==> src/rtl/agbs_pkg.sv <==
// Shared constants, types and helper functions for the alpha gradient bevel shader.
package agbs_pkg;

  localparam int MAX_WIDTH  = 2048;
  localparam int MAX_HEIGHT = 2048;
  localparam int RING_LEN   = 2 * MAX_WIDTH + 4;
  localparam int SLOT_W     = $clog2(RING_LEN);
  localparam int ADDR_SW    = SLOT_W + 2;
  localparam int COL_W      = $clog2(MAX_WIDTH);
  localparam int ROW_W      = $clog2(MAX_HEIGHT);
  localparam int LIN_W      = $clog2(MAX_WIDTH * MAX_HEIGHT + 1);
  localparam int DIM_W      = 12;
  localparam int THICK_W    = 6;
  localparam int TRIG_W     = 16;
  localparam int GAIN_W     = 12;
  localparam int RGB_W      = 24;
  localparam int CFG_W      = 24;
  localparam int CFG_AW     = 3;
  localparam int PIX_W      = 32;
  localparam int CH_W       = 8;

  localparam int GRAD_W     = 11;
  localparam int DOT_W      = 28;
  localparam int ABS_W      = 27;
  localparam int GM_W       = 18;
  localparam int DG_W       = 45;
  localparam int N_W        = 53;
  localparam int FRAC_SH    = 22;
  localparam int NH_W       = N_W - FRAC_SH;
  localparam int DEN_W      = 14;
  localparam int Q_W        = 8;
  localparam int NBR_N      = 9;
  localparam int NBR_IW     = 4;
  localparam int CNT_W      = 4;

  localparam logic [CH_W-1:0] ALPHA_MIN     = 8'd3;
  localparam logic [CH_W-1:0] SHADOW_WEIGHT = 8'd40;
  localparam logic [CH_W-1:0] CH_MAX        = 8'd255;

  typedef enum logic [CFG_AW-1:0] {
    REG_WIDTH  = 3'd0,
    REG_HEIGHT = 3'd1,
    REG_THICK  = 3'd2,
    REG_COS    = 3'd3,
    REG_SIN    = 3'd4,
    REG_GAIN   = 3'd5,
    REG_RGB    = 3'd6
  } cfg_idx_t;

  typedef struct packed {
    logic              in_ready;
    logic              rd_en;
    logic [NBR_IW-1:0] rd_idx;
    logic              acc_en;
    logic [NBR_IW-1:0] acc_idx;
    logic              mul1;
    logic              mul2;
    logic              mul3;
    logic              mul4;
    logic              div_init;
    logic              div_step;
    logic [2:0]        div_bit;
    logic              load;
  } agbs_cmd_t;

  typedef struct packed {
    logic accept;
    logic emit;
    logic out_free;
  } agbs_sts_t;

  // Neighbor order: center, then top row, middle row sides, bottom row.
  function automatic logic signed [1:0] nbr_dx(input logic [NBR_IW-1:0] idx);
    logic signed [1:0] v;
    unique case (idx)
      4'd1, 4'd4, 4'd6: v = -2'sd1;
      4'd3, 4'd5, 4'd8: v = 2'sd1;
      default:          v = 2'sd0;
    endcase
    return v;
  endfunction

  function automatic logic signed [1:0] nbr_dy(input logic [NBR_IW-1:0] idx);
    logic signed [1:0] v;
    unique case (idx)
      4'd1, 4'd2, 4'd3: v = -2'sd1;
      4'd6, 4'd7, 4'd8: v = 2'sd1;
      default:          v = 2'sd0;
    endcase
    return v;
  endfunction

endpackage

==> src/rtl/agbs_ctrl.sv <==
// Controller state machine sequencing reads, multiplies and division per pixel.
module agbs_ctrl (
  input  logic              clk,
  input  logic              rst_n,
  input  agbs_pkg::agbs_sts_t sts,
  output agbs_pkg::agbs_cmd_t cmd
);
  import agbs_pkg::*;

  typedef enum logic [3:0] {
    S_IDLE, S_READ, S_MUL1, S_MUL2, S_MUL3, S_MUL4, S_DIVI, S_DIV, S_OUT
  } state_t;

  state_t            state_r;
  logic [CNT_W-1:0]  cnt_r;

  always_ff @(posedge clk) begin
    if (!rst_n) begin
      state_r <= S_IDLE;
      cnt_r   <= '0;
    end else begin
      unique case (state_r)
        S_IDLE: begin
          if (sts.accept && sts.emit) begin
            state_r <= S_READ;
            cnt_r   <= '0;
          end
        end
        S_READ: begin
          if (cnt_r == CNT_W'(NBR_N)) begin
            state_r <= S_MUL1;
          end else begin
            cnt_r <= cnt_r + 1'b1;
          end
        end
        S_MUL1: state_r <= S_MUL2;
        S_MUL2: state_r <= S_MUL3;
        S_MUL3: state_r <= S_MUL4;
        S_MUL4: state_r <= S_DIVI;
        S_DIVI: begin
          state_r <= S_DIV;
          cnt_r   <= CNT_W'(Q_W - 1);
        end
        S_DIV: begin
          if (cnt_r == '0) begin
            state_r <= S_OUT;
          end else begin
            cnt_r <= cnt_r - 1'b1;
          end
        end
        S_OUT: begin
          if (sts.out_free) begin
            state_r <= S_IDLE;
          end
        end
        default: state_r <= S_IDLE;
      endcase
    end
  end

  always_comb begin
    cmd          = '0;
    cmd.rd_idx   = cnt_r;
    cmd.acc_idx  = cnt_r - 1'b1;
    cmd.div_bit  = cnt_r[2:0];
    cmd.in_ready = (state_r == S_IDLE);
    cmd.rd_en    = (state_r == S_READ) && (cnt_r < CNT_W'(NBR_N));
    cmd.acc_en   = (state_r == S_READ) && (cnt_r != '0);
    cmd.mul1     = (state_r == S_MUL1);
    cmd.mul2     = (state_r == S_MUL2);
    cmd.mul3     = (state_r == S_MUL3);
    cmd.mul4     = (state_r == S_MUL4);
    cmd.div_init = (state_r == S_DIVI);
    cmd.div_step = (state_r == S_DIV);
    cmd.load     = (state_r == S_OUT) && sts.out_free;
  end
endmodule

==> config.mk <==
export PLATFORM = sky130hd
export DESIGN_NAME = agbs_ctrl
export DESIGN_NICKNAME = d
export VERILOG_FILES = /design/src/rtl/agbs_pkg.sv /design/src/rtl/agbs_ctrl.sv
export SDC_FILE = /design/constraint.sdc
export NUM_CORES = 1
export LEC_CHECK = 0
export ABC_CLOCK_PERIOD_IN_PS = 1830
export BUFFER_PORTS_ARGS = -buffer_cell sky130_fd_sc_hd__buf_2
export CORE_MARGIN = 3
export CORE_UTILIZATION = 48
export DETAILED_ROUTE_END_ITERATION = 6
export GPL_TIMING_DRIVEN = 0
export PLACE_DENSITY = 0.86
export SLEW_MARGIN = 20
export SYNTH_ARGS = -nofsm -noshare
export SYNTH_HDL_FRONTEND = slang
export SYNTH_SLANG_ARGS = --single-unit
export TNS_END_PERCENT = 30
==> constraint.sdc <==
create_clock -name clk -period 1.83 [get_ports clk]
set_input_delay 0.0915 -clock clk [delete_from_list [all_inputs] [get_ports clk]]
set_output_delay 0.0915 -clock clk [all_outputs]
set_load 0.05 [all_outputs]
# After elaboration in Yosys (flattened, before gate mapping)
# Cells that the tools add are included.
[totals] regBits=8 in_bits=5 out_inout_bits=21
[classes] addsub=2 n_lt_le_gt_ge=1 eq_ne=15 muxes=9 n_reduce_logical=10
[ops] cell="one-hot mux 4 bit (9 select lines)" count=1
[ops] cell="two-way mux 4 bit" count=7
[ops] cell="== test 4 x 3 -> 1 bit (second input constant)" count=4
[ops] cell="one-hot mux 4 bit (4 select lines)" count=1
[ops] cell="== test 4 x 2 -> 1 bit (second input constant)" count=2
[ops] cell="== test 4 bit (second input constant)" count=2
[ops] cell="zero test 4 bit" count=2
[ops] cell="inequality test 2 bit (second input constant)" count=4
[ops] cell="AND reduction 4 bit" count=2
[ops] cell="nonzero test 4 bit" count=2
[ops] cell="adder 4 x 1 -> 4 bit (second input constant)" count=1
[ops] cell="== test 4 x 1 -> 1 bit (second input constant)" count=1
[ops] cell="logical AND 1 bit" count=4
[ops] cell="less-than comparator 4 bit (second input constant)" count=1
[ops] cell="inequality test 2 x 1 -> 1 bit (second input constant)" count=2
[ops] cell="subtractor 4 x 1 -> 4 bit (second input constant)" count=1

# Longest topological paths before layout
# Gate-level depths: netlist of run 1.
[logic_depth] depth_word=3 ltp_mapped=7 depth_no_buf=7

# Worst setup path after synthesis of run 1
# Ideal clock, no wire load.
[synth_path] kind="reg-to-reg" start="reg state_r[0]" end="reg state_r[0]" setup_ns=0.117 arrival_time_ns=2.593 required_time_ns=1.713 setup_slack_ns=-0.880 stages_incl_launch_ff=6 path_buffers=1 period_less_slack_ns=2.710 path_cell_list="dfxtp_1 > clkbuf_1 > nor4_1 > nand2_1 > a21oi_1 > nor2_1"
[synth_lines] item="start: declaration" line_no="agbs_ctrl.sv:14" source="state_t state_r;"
[synth_lines] item="start signal: assignment" line_no="agbs_ctrl.sv:19" source="state_r <= S_IDLE;"
[synth_lines] item="start signal: assignment" line_no="agbs_ctrl.sv:25" source="state_r <= S_READ;"
[synth_lines] item="start signal: assignment" line_no="agbs_ctrl.sv:31" source="state_r <= S_MUL1;"

==> results.sh, run 1 <==
export IMPL_status="complete, no violations"
export IMPL_wl_per_cell_um=13.7
export IMPL_max_freq_mhz=570
export IMPL_antenna_found_initial=0
export IMPL_max_cap_violations=0
export IMPL_place_ws_ns=0.119
export IMPL_worstSkewPairLatency_ns=0.26
export IMPL_num_fill_cells=120
export IMPL_cts_sinks=8
export IMPL_cts_tree="done"
export IMPL_htreeDepth=1
export IMPL_io_pins=26
export IMPL_postCtsHoldBufs=0
export IMPL_hold_viol_final=0
export IMPL_worstSetupEndpointType="primary output"
export IMPL_rows=13
export IMPL_worstPathMaxFanout=10
export IMPL_p_leak_nw=0.465
export IMPL_die_h_um=45.4
export IMPL_ys_ff_latch=8
export IMPL_final_antenna_net_count=0
export IMPL_hpwl_mm=1.49
export IMPL_timing_final_ws_setup_ns=0.0760
export IMPL_dieArea_sq_um=2060
export IMPL_grt_usage=0.225
export IMPL_placed_cell_area_sq_um=921
export IMPL_gr_total_overflow=0
export IMPL_timing_critical_path_arrival_ns=1.66
export IMPL_synth_top_cell_area_share=0.215
export IMPL_grt_pass1_wl_mm=3.35
export IMPL_max_vdd_ir_drop_mv=0.808
export IMPL_clk_pin_slew_worst_paths_ns=0.07
export IMPL_synth_nets=106
export IMPL_cts_root_buf="clkbuf_4"
export IMPL_die_x_um=45.4
export IMPL_coreArea_sq_um=1380
export IMPL_clockBufferDepth=2
export IMPL_place_gp_congestion=0.821
export IMPL_fin_util=0.697
export IMPL_cts_buffers=3
export IMPL_worst_ep_required_time_ns=1.74
export IMPL_yosys_area_top_type="dfxtp_1"
export IMPL_start_kind="flop"
export IMPL_tightestPinTransition_ns=0.479
export IMPL_avgViaCountPerCell=5.80
export IMPL_rsz0062_at_grt="no"
export IMPL_yosysWarnings=0
export IMPL_ff_latch_area_sq_um=168
export IMPL_setup_violations=0
export IMPL_diodes=0
export IMPL_via_count=824
export IMPL_syn_avg_cell_area_sq_um=7.67
export IMPL_drive_gt1_frac=0.386
export IMPL_synth_distinct_cells=40
export IMPL_drv_slew=0
export IMPL_first_global_vias=717
export IMPL_fin_crit_ns=1.75
export IMPL_finalPower_mw=1.49
export IMPL_multi_input_area_sq_um=537
export IMPL_fin_nets=137
export IMPL_final_cell_area_sq_um=963
export IMPL_criticalPathCategory="reg -> out"
export IMPL_grt_start_max_net_pins=11
export IMPL_initial_utilization=0.538
export IMPL_port_buffers=25
export IMPL_min_period_over_period=0.958
export IMPL_skew_ns=0.0127
export IMPL_syn_to_final_growth_pct=29.4
export IMPL_syn_inst=97
export IMPL_ys_top_cells_by_area="dfxtp_1 (22%), ha_1 (6.7%), a21oi_1 (6.1%), nor2_1 (6.1%), mux2_4 (4.0%)"
export IMPL_drt_first_pass_iters=4
export IMPL_power_per_cell_area_nw_per_um2=1540
export IMPL_hold_class="in -> reg"
export IMPL_setup_tns_ns=0
export IMPL_wirelength_mm=1.95
export IMPL_syn_area_sq_um=744
export IMPL_maxSlewHeadroom=0.672
export IMPL_drc=0
export IMPL_drt_iter0_markers=2
export IMPL_ys_seq_area_frac=0.215
[cells in the final DEF (no fill, tap or decap), types with 3 or more instances in the layout]
| master | count |
|---|---|
| inv_1 | 4 |
| buf_2 | 26 |
| nand2_1 | 8 |
| clkbuf_4 | 4 |
| nor3_1 | 4 |
| ha_1 | 3 |
| clkbuf_1 | 3 |
| buf_4 | 5 |
| nand2b_1 | 4 |
| a21oi_1 | 9 |
| dfxtp_1 | 6 |
| nor2_1 | 12 |
[cell families after synthesis]
kind of cell / count (synthesis) / synth area share
AND/OR/NAND/NOR: 42 / 0.345
AO/OA/AOI/OAI: 24 / 0.213
buffers and inverters: 15 / 0.0958
flip-flops: 8 / 0.215
adder cells (fa/ha/maj): 4 / 0.0672
XOR/XNOR: 2 / 0.0235
multiplexers: 2 / 0.0403
[worst max-delay path, stage by stage (launching register included)]
cell,delay (ns)
dfxtp_1,0.36
clkbuf_1,0.23
or4_1,0.47
nand2_1,0.08
buf_2,0.26
[worst paths after layout]
| check | slack, ns | end | startpoint | depth (start not counted) |
|---|---|---|---|---|
| min | 0.10 | cnt_r[2]$_SDFFE_PN0P_ | rst_n | 3 |
| max reg2reg | 0.11 | cnt_r[0]$_SDFFE_PN0P_ | cnt_r[0]$_SDFFE_PN0P_ | 7 |
| min reg2reg | 0.71 | cnt_r[0]$_SDFFE_PN0P_ | cnt_r[0]$_SDFFE_PN0P_ | 3 |
| max | 0.08 | cmd[13] | cnt_r[2]$_SDFFE_PN0P_ | 4 |
[sequential cells by signal, indices dropped and copies added (netlist names)]
name and flops:
state_r 4, cnt_r 4
[synthesized netlist by cell type (all sizes together)]
cell / n
and3b: 1
buf: 6
xnor2: 1
o21ai: 2
inv: 6
nand3b: 1
a211oi: 1
o21a: 1
xor2: 1
a21o: 1
nor4b: 1
o221ai: 1
and4bb: 1
or2: 1
or4: 1
nor2: 12
a21oi: 9
a311oi: 1
a21boi: 1
dfxtp: 8
o22ai: 2
o31ai: 2
mux2: 2
a221o: 1
or3: 1
nor3: 4
nand4: 1
o32a: 1
nor4: 1
ha: 4
nor2b: 1
a2111oi: 1
nand2: 8
nor3b: 1
clkbuf: 3
nand2b: 5
and3: 2
[per-stage QoR]
| step | std cells | hold slack, ns |
|---|---|---|
| 6_report | 142 | 0.100 |
| 5_1_grt | 142 | 0.0976 |
| 4_1_cts | 141 | 0.0889 |
| 3_5_place_dp | 137 | 0.355 |
| 3_3_place_gp | 137 | 0.355 |
| 2_1_floorplan | 97 | 0.216 |
[what timing repair did]
| action | 4_1_cts | 5_1_grt |
|---|---|---|
| hold endpoints to repair | 0 | 0 |
| setup endpoints to repair | 0 | 5 |
| gates resized for setup | 0 | 6 |
| setup buffers | 0 | 1 |
[cell type report]
class / count / area share
tap: 15 / 0.0195
inverter: 6 / 0.0273
buffer: 9 / 0.0519
multi-input combinational: 74 / 0.557
timing repair buffer: 26 / 0.143
sequential: 8 / 0.174
clock buffer: 4 / 0.0273
[metal layers]
metal	GRT usage	up-vias	routed length, um
met5	0	-	0
met4	0.0994	0	13
met3	0.0514	2	155
met2	0.362	33	925
met1	0.283	382	854
li1	-	407	-
[report_power, final]
| group | total [mW] | switching [mW] | internal [mW] |
|---|---|---|---|
| Combinational | 1.08 | 0.706 | 0.370 |
| Sequential | 0.261 | 0.0494 | 0.211 |
| Clock | 0.152 | 0.0678 | 0.0838 |
Power figures use the tool's default switching activity.
==> inputs of run 2 (changes only) <==
--- a/config.mk
+++ b/config.mk
@@ -11,7 +11,8 @@
 export CORE_UTILIZATION = 48
 export DETAILED_ROUTE_END_ITERATION = 6
 export GPL_TIMING_DRIVEN = 0
-export PLACE_DENSITY = 0.86
+export MAX_ROUTING_LAYER = met4
+export PLACE_DENSITY = 0.77
 export SLEW_MARGIN = 20
 export SYNTH_ARGS = -nofsm -noshare
 export SYNTH_HDL_FRONTEND = slang
==> run 2 against run 1 <==
Effect of this change: final cell count fell by 0.70%; combinational power barely moved; flip-flop and latch count unchanged; via count grew 0.97%; critical path depth is the same; count of clock-buffer cells in the layout did not move; worst hold slack got worse by 0.0066 ns; worst setup slack got worse by 0.012 ns; critical endpoint is now cmd[19]; largest power group unchanged.
==> results.sh, run 2 (synthesized netlist as in run 1, its figures left out) <==
export IMPL_status="complete, no violations"
export IMPL_grt_pass1_wl_mm=3.06
export IMPL_drc=0
export IMPL_cts_root_buf="clkbuf_4"
export IMPL_avgViaCountPerCell=5.90
export IMPL_skew_ns=0.0119
export IMPL_drt_iter0_markers=32
export IMPL_hold_class="in -> reg"
export IMPL_endpoint="cmd[19]"
export IMPL_finalPower_mw=1.47
export IMPL_grt_busiest_layer="met1"
export IMPL_comb_power_share=0.722
export IMPL_power_frac_seq=0.178
export IMPL_criticalPathCategory="reg -> out"
export IMPL_p_leak_nw=0.464
export IMPL_clockBufferDepth=2
export IMPL_min_period_over_period=0.965
export IMPL_r2r_start="cnt_r[0]$_SDFFE_PN0P_"
export IMPL_dieArea_sq_um=2060
export IMPL_rrSetupSlack_ns=0.08
export IMPL_port_buffers=25
export IMPL_max_freq_mhz=566
export IMPL_die_x_um=45.4
export IMPL_final_antenna_net_count=0
export IMPL_clk_pin_slew_worst_paths_ns=0.06
export IMPL_power_per_cell_area_nw_per_um2=1540
export IMPL_wl_per_cell_um=13.2
export IMPL_syn_to_final_growth_pct=28.6
export IMPL_max_vdd_ir_drop_mv=1.04
export IMPL_hp_start="rst_n"
export IMPL_dp_cells=137
export IMPL_tightestPinTransition_ns=0.364
export IMPL_met1_usage=0.290
export IMPL_drt_first_pass_iters=5
export IMPL_worstPathMaxFanout=10
export IMPL_mostFrequentLayoutCell="buf_2"
export IMPL_fin_cells=141
export IMPL_max_cap_violations=0
export IMPL_start_kind="flop"
export IMPL_p_sw_mw=0.817
export IMPL_cts_sinks=8
export IMPL_fin_crit_ns=1.77
export IMPL_fin_util=0.692
export IMPL_htreeDepth=1
export IMPL_drv_slew=0
export IMPL_io_pins=26
export IMPL_rsz0062_at_grt="no"
export IMPL_worstSkewPairLatency_ns=0.26
export IMPL_maxSlewHeadroom=0.751
export IMPL_setup_violations=0
export IMPL_top_regs="cnt_r x4, state_r x4"
export IMPL_antenna_found_initial=0
export IMPL_wirelength_mm=1.86
export IMPL_place_gp_congestion=0.813
export IMPL_grt_usage=0.206
export IMPL_via_count=832
export IMPL_hold_viol_final=0
export IMPL_place_ws_ns=0.135
export IMPL_fin_nets=136
export IMPL_timing_critical_path_arrival_ns=1.67
export IMPL_drive_gt1_frac=0.397
export IMPL_groute_layer_met3_usage=0.0198
export IMPL_initial_utilization=0.538
export IMPL_num_fill_cells=130
export IMPL_switching_share=0.555
export IMPL_rr_endpoint="cnt_r[0]$_SDFFE_PN0P_"
export IMPL_reg2reg_depth=7
export IMPL_first_global_vias=682
export IMPL_timing_final_ws_setup_ns=0.0638
export IMPL_clkPwrFrac=0.099
export IMPL_hpwl_mm=1.38
export IMPL_rows=13
export IMPL_cts_tree="done"
export IMPL_postCtsHoldBufs=0
export IMPL_p_int_mw=0.654
export IMPL_coreArea_sq_um=1380
export IMPL_use_met2=0.281
export IMPL_crit_start="state_r[1]$_SDFFE_PN0P_"
export IMPL_worst_ep_required_time_ns=1.74
export IMPL_worstSetupEndpointType="primary output"
export IMPL_die_h_um=45.4
export IMPL_cts_buffers=3
export IMPL_grt_start_max_net_pins=11
export IMPL_gr_total_overflow=0
export IMPL_diodes=0
export IMPL_final_cell_mix="buf_2 (26), nor2_1 (12), a21oi_1 (9)"
[run 2: per-stage QoR]
| step | TNS, ns | instance area [sq um] | hold WS (ns) |
|---|---|---|---|
| after floorplan | -0.754 | 777 | 0.216 |
| after global placement | 0 | 921 | 0.361 |
| after detailed placement | 0 | 921 | 0.356 |
| after CTS | 0 | 947 | 0.0864 |
| after global routing | 0 | 957 | 0.104 |
| final | 0 | 957 | 0.0937 |
[run 2: worst max-delay path, stage by stage (launching register included)]
cell and delay [ns]:
dfxtp_1 0.33, buf_2 0.20, or3_1 0.49, a21oi_1 0.15, clkbuf_4 0.24
[run 2: final cells by class]
| class | instances | area, sq um | area share |
|---|---|---|---|
| plain buffers | 9 | 51.3 | 0.0536 |
| clock buffers | 4 | 26.3 | 0.0275 |
| inverters | 6 | 26.3 | 0.0275 |
| multi-input cells | 74 | 537 | 0.561 |
| flip-flops and latches | 8 | 168 | 0.175 |
| well taps | 15 | 18.8 | 0.0196 |
| repair buffers | 25 | 130 | 0.136 |
[run 2: power groups by stage]
| stage | Clock [mW] | Combinational [mW] | Sequential, mW |
|---|---|---|---|
| finish | 0.146 | 1.06 | 0.262 |
| global route | 0.162 | 1.13 | 0.269 |
| CTS | 0.153 | 1.04 | 0.262 |
| detailed placement | 0 | 1.04 | 0.266 |
| global placement | 0 | 1.03 | 0.263 |
| floorplan | 0 | 0.830 | 0.287 |
[run 2: worst min path at each step]
stage	cells after the start	to	slack, ns
final	3	cnt_r[2]$_SDFFE_PN0P_	0.09
after detailed placement	3	state_r[3]$_SDFFE_PN0P_	0.36
after global placement	3	state_r[3]$_SDFFE_PN0P_	0.36
after global routing	3	cnt_r[2]$_SDFFE_PN0P_	0.10
after floorplan	2	state_r[3]$_SDFFE_PN0P_	0.22
after CTS	3	cnt_r[2]$_SDFFE_PN0P_	0.09
[run 2: what timing repair did]
item,in CTS,in global routing
setup buffers,0,0
endpoints found under the hold margin,0,0
endpoints found under the setup margin,0,6
gates resized for setup,0,8
[run 2: layer usage]
layer  vias to the layer above  part of all wire
met1                       370              0.43
li1                        408                 -
met2                        47              0.44
met3                         7             0.099
met5                         -                 0
met4                         0             0.025
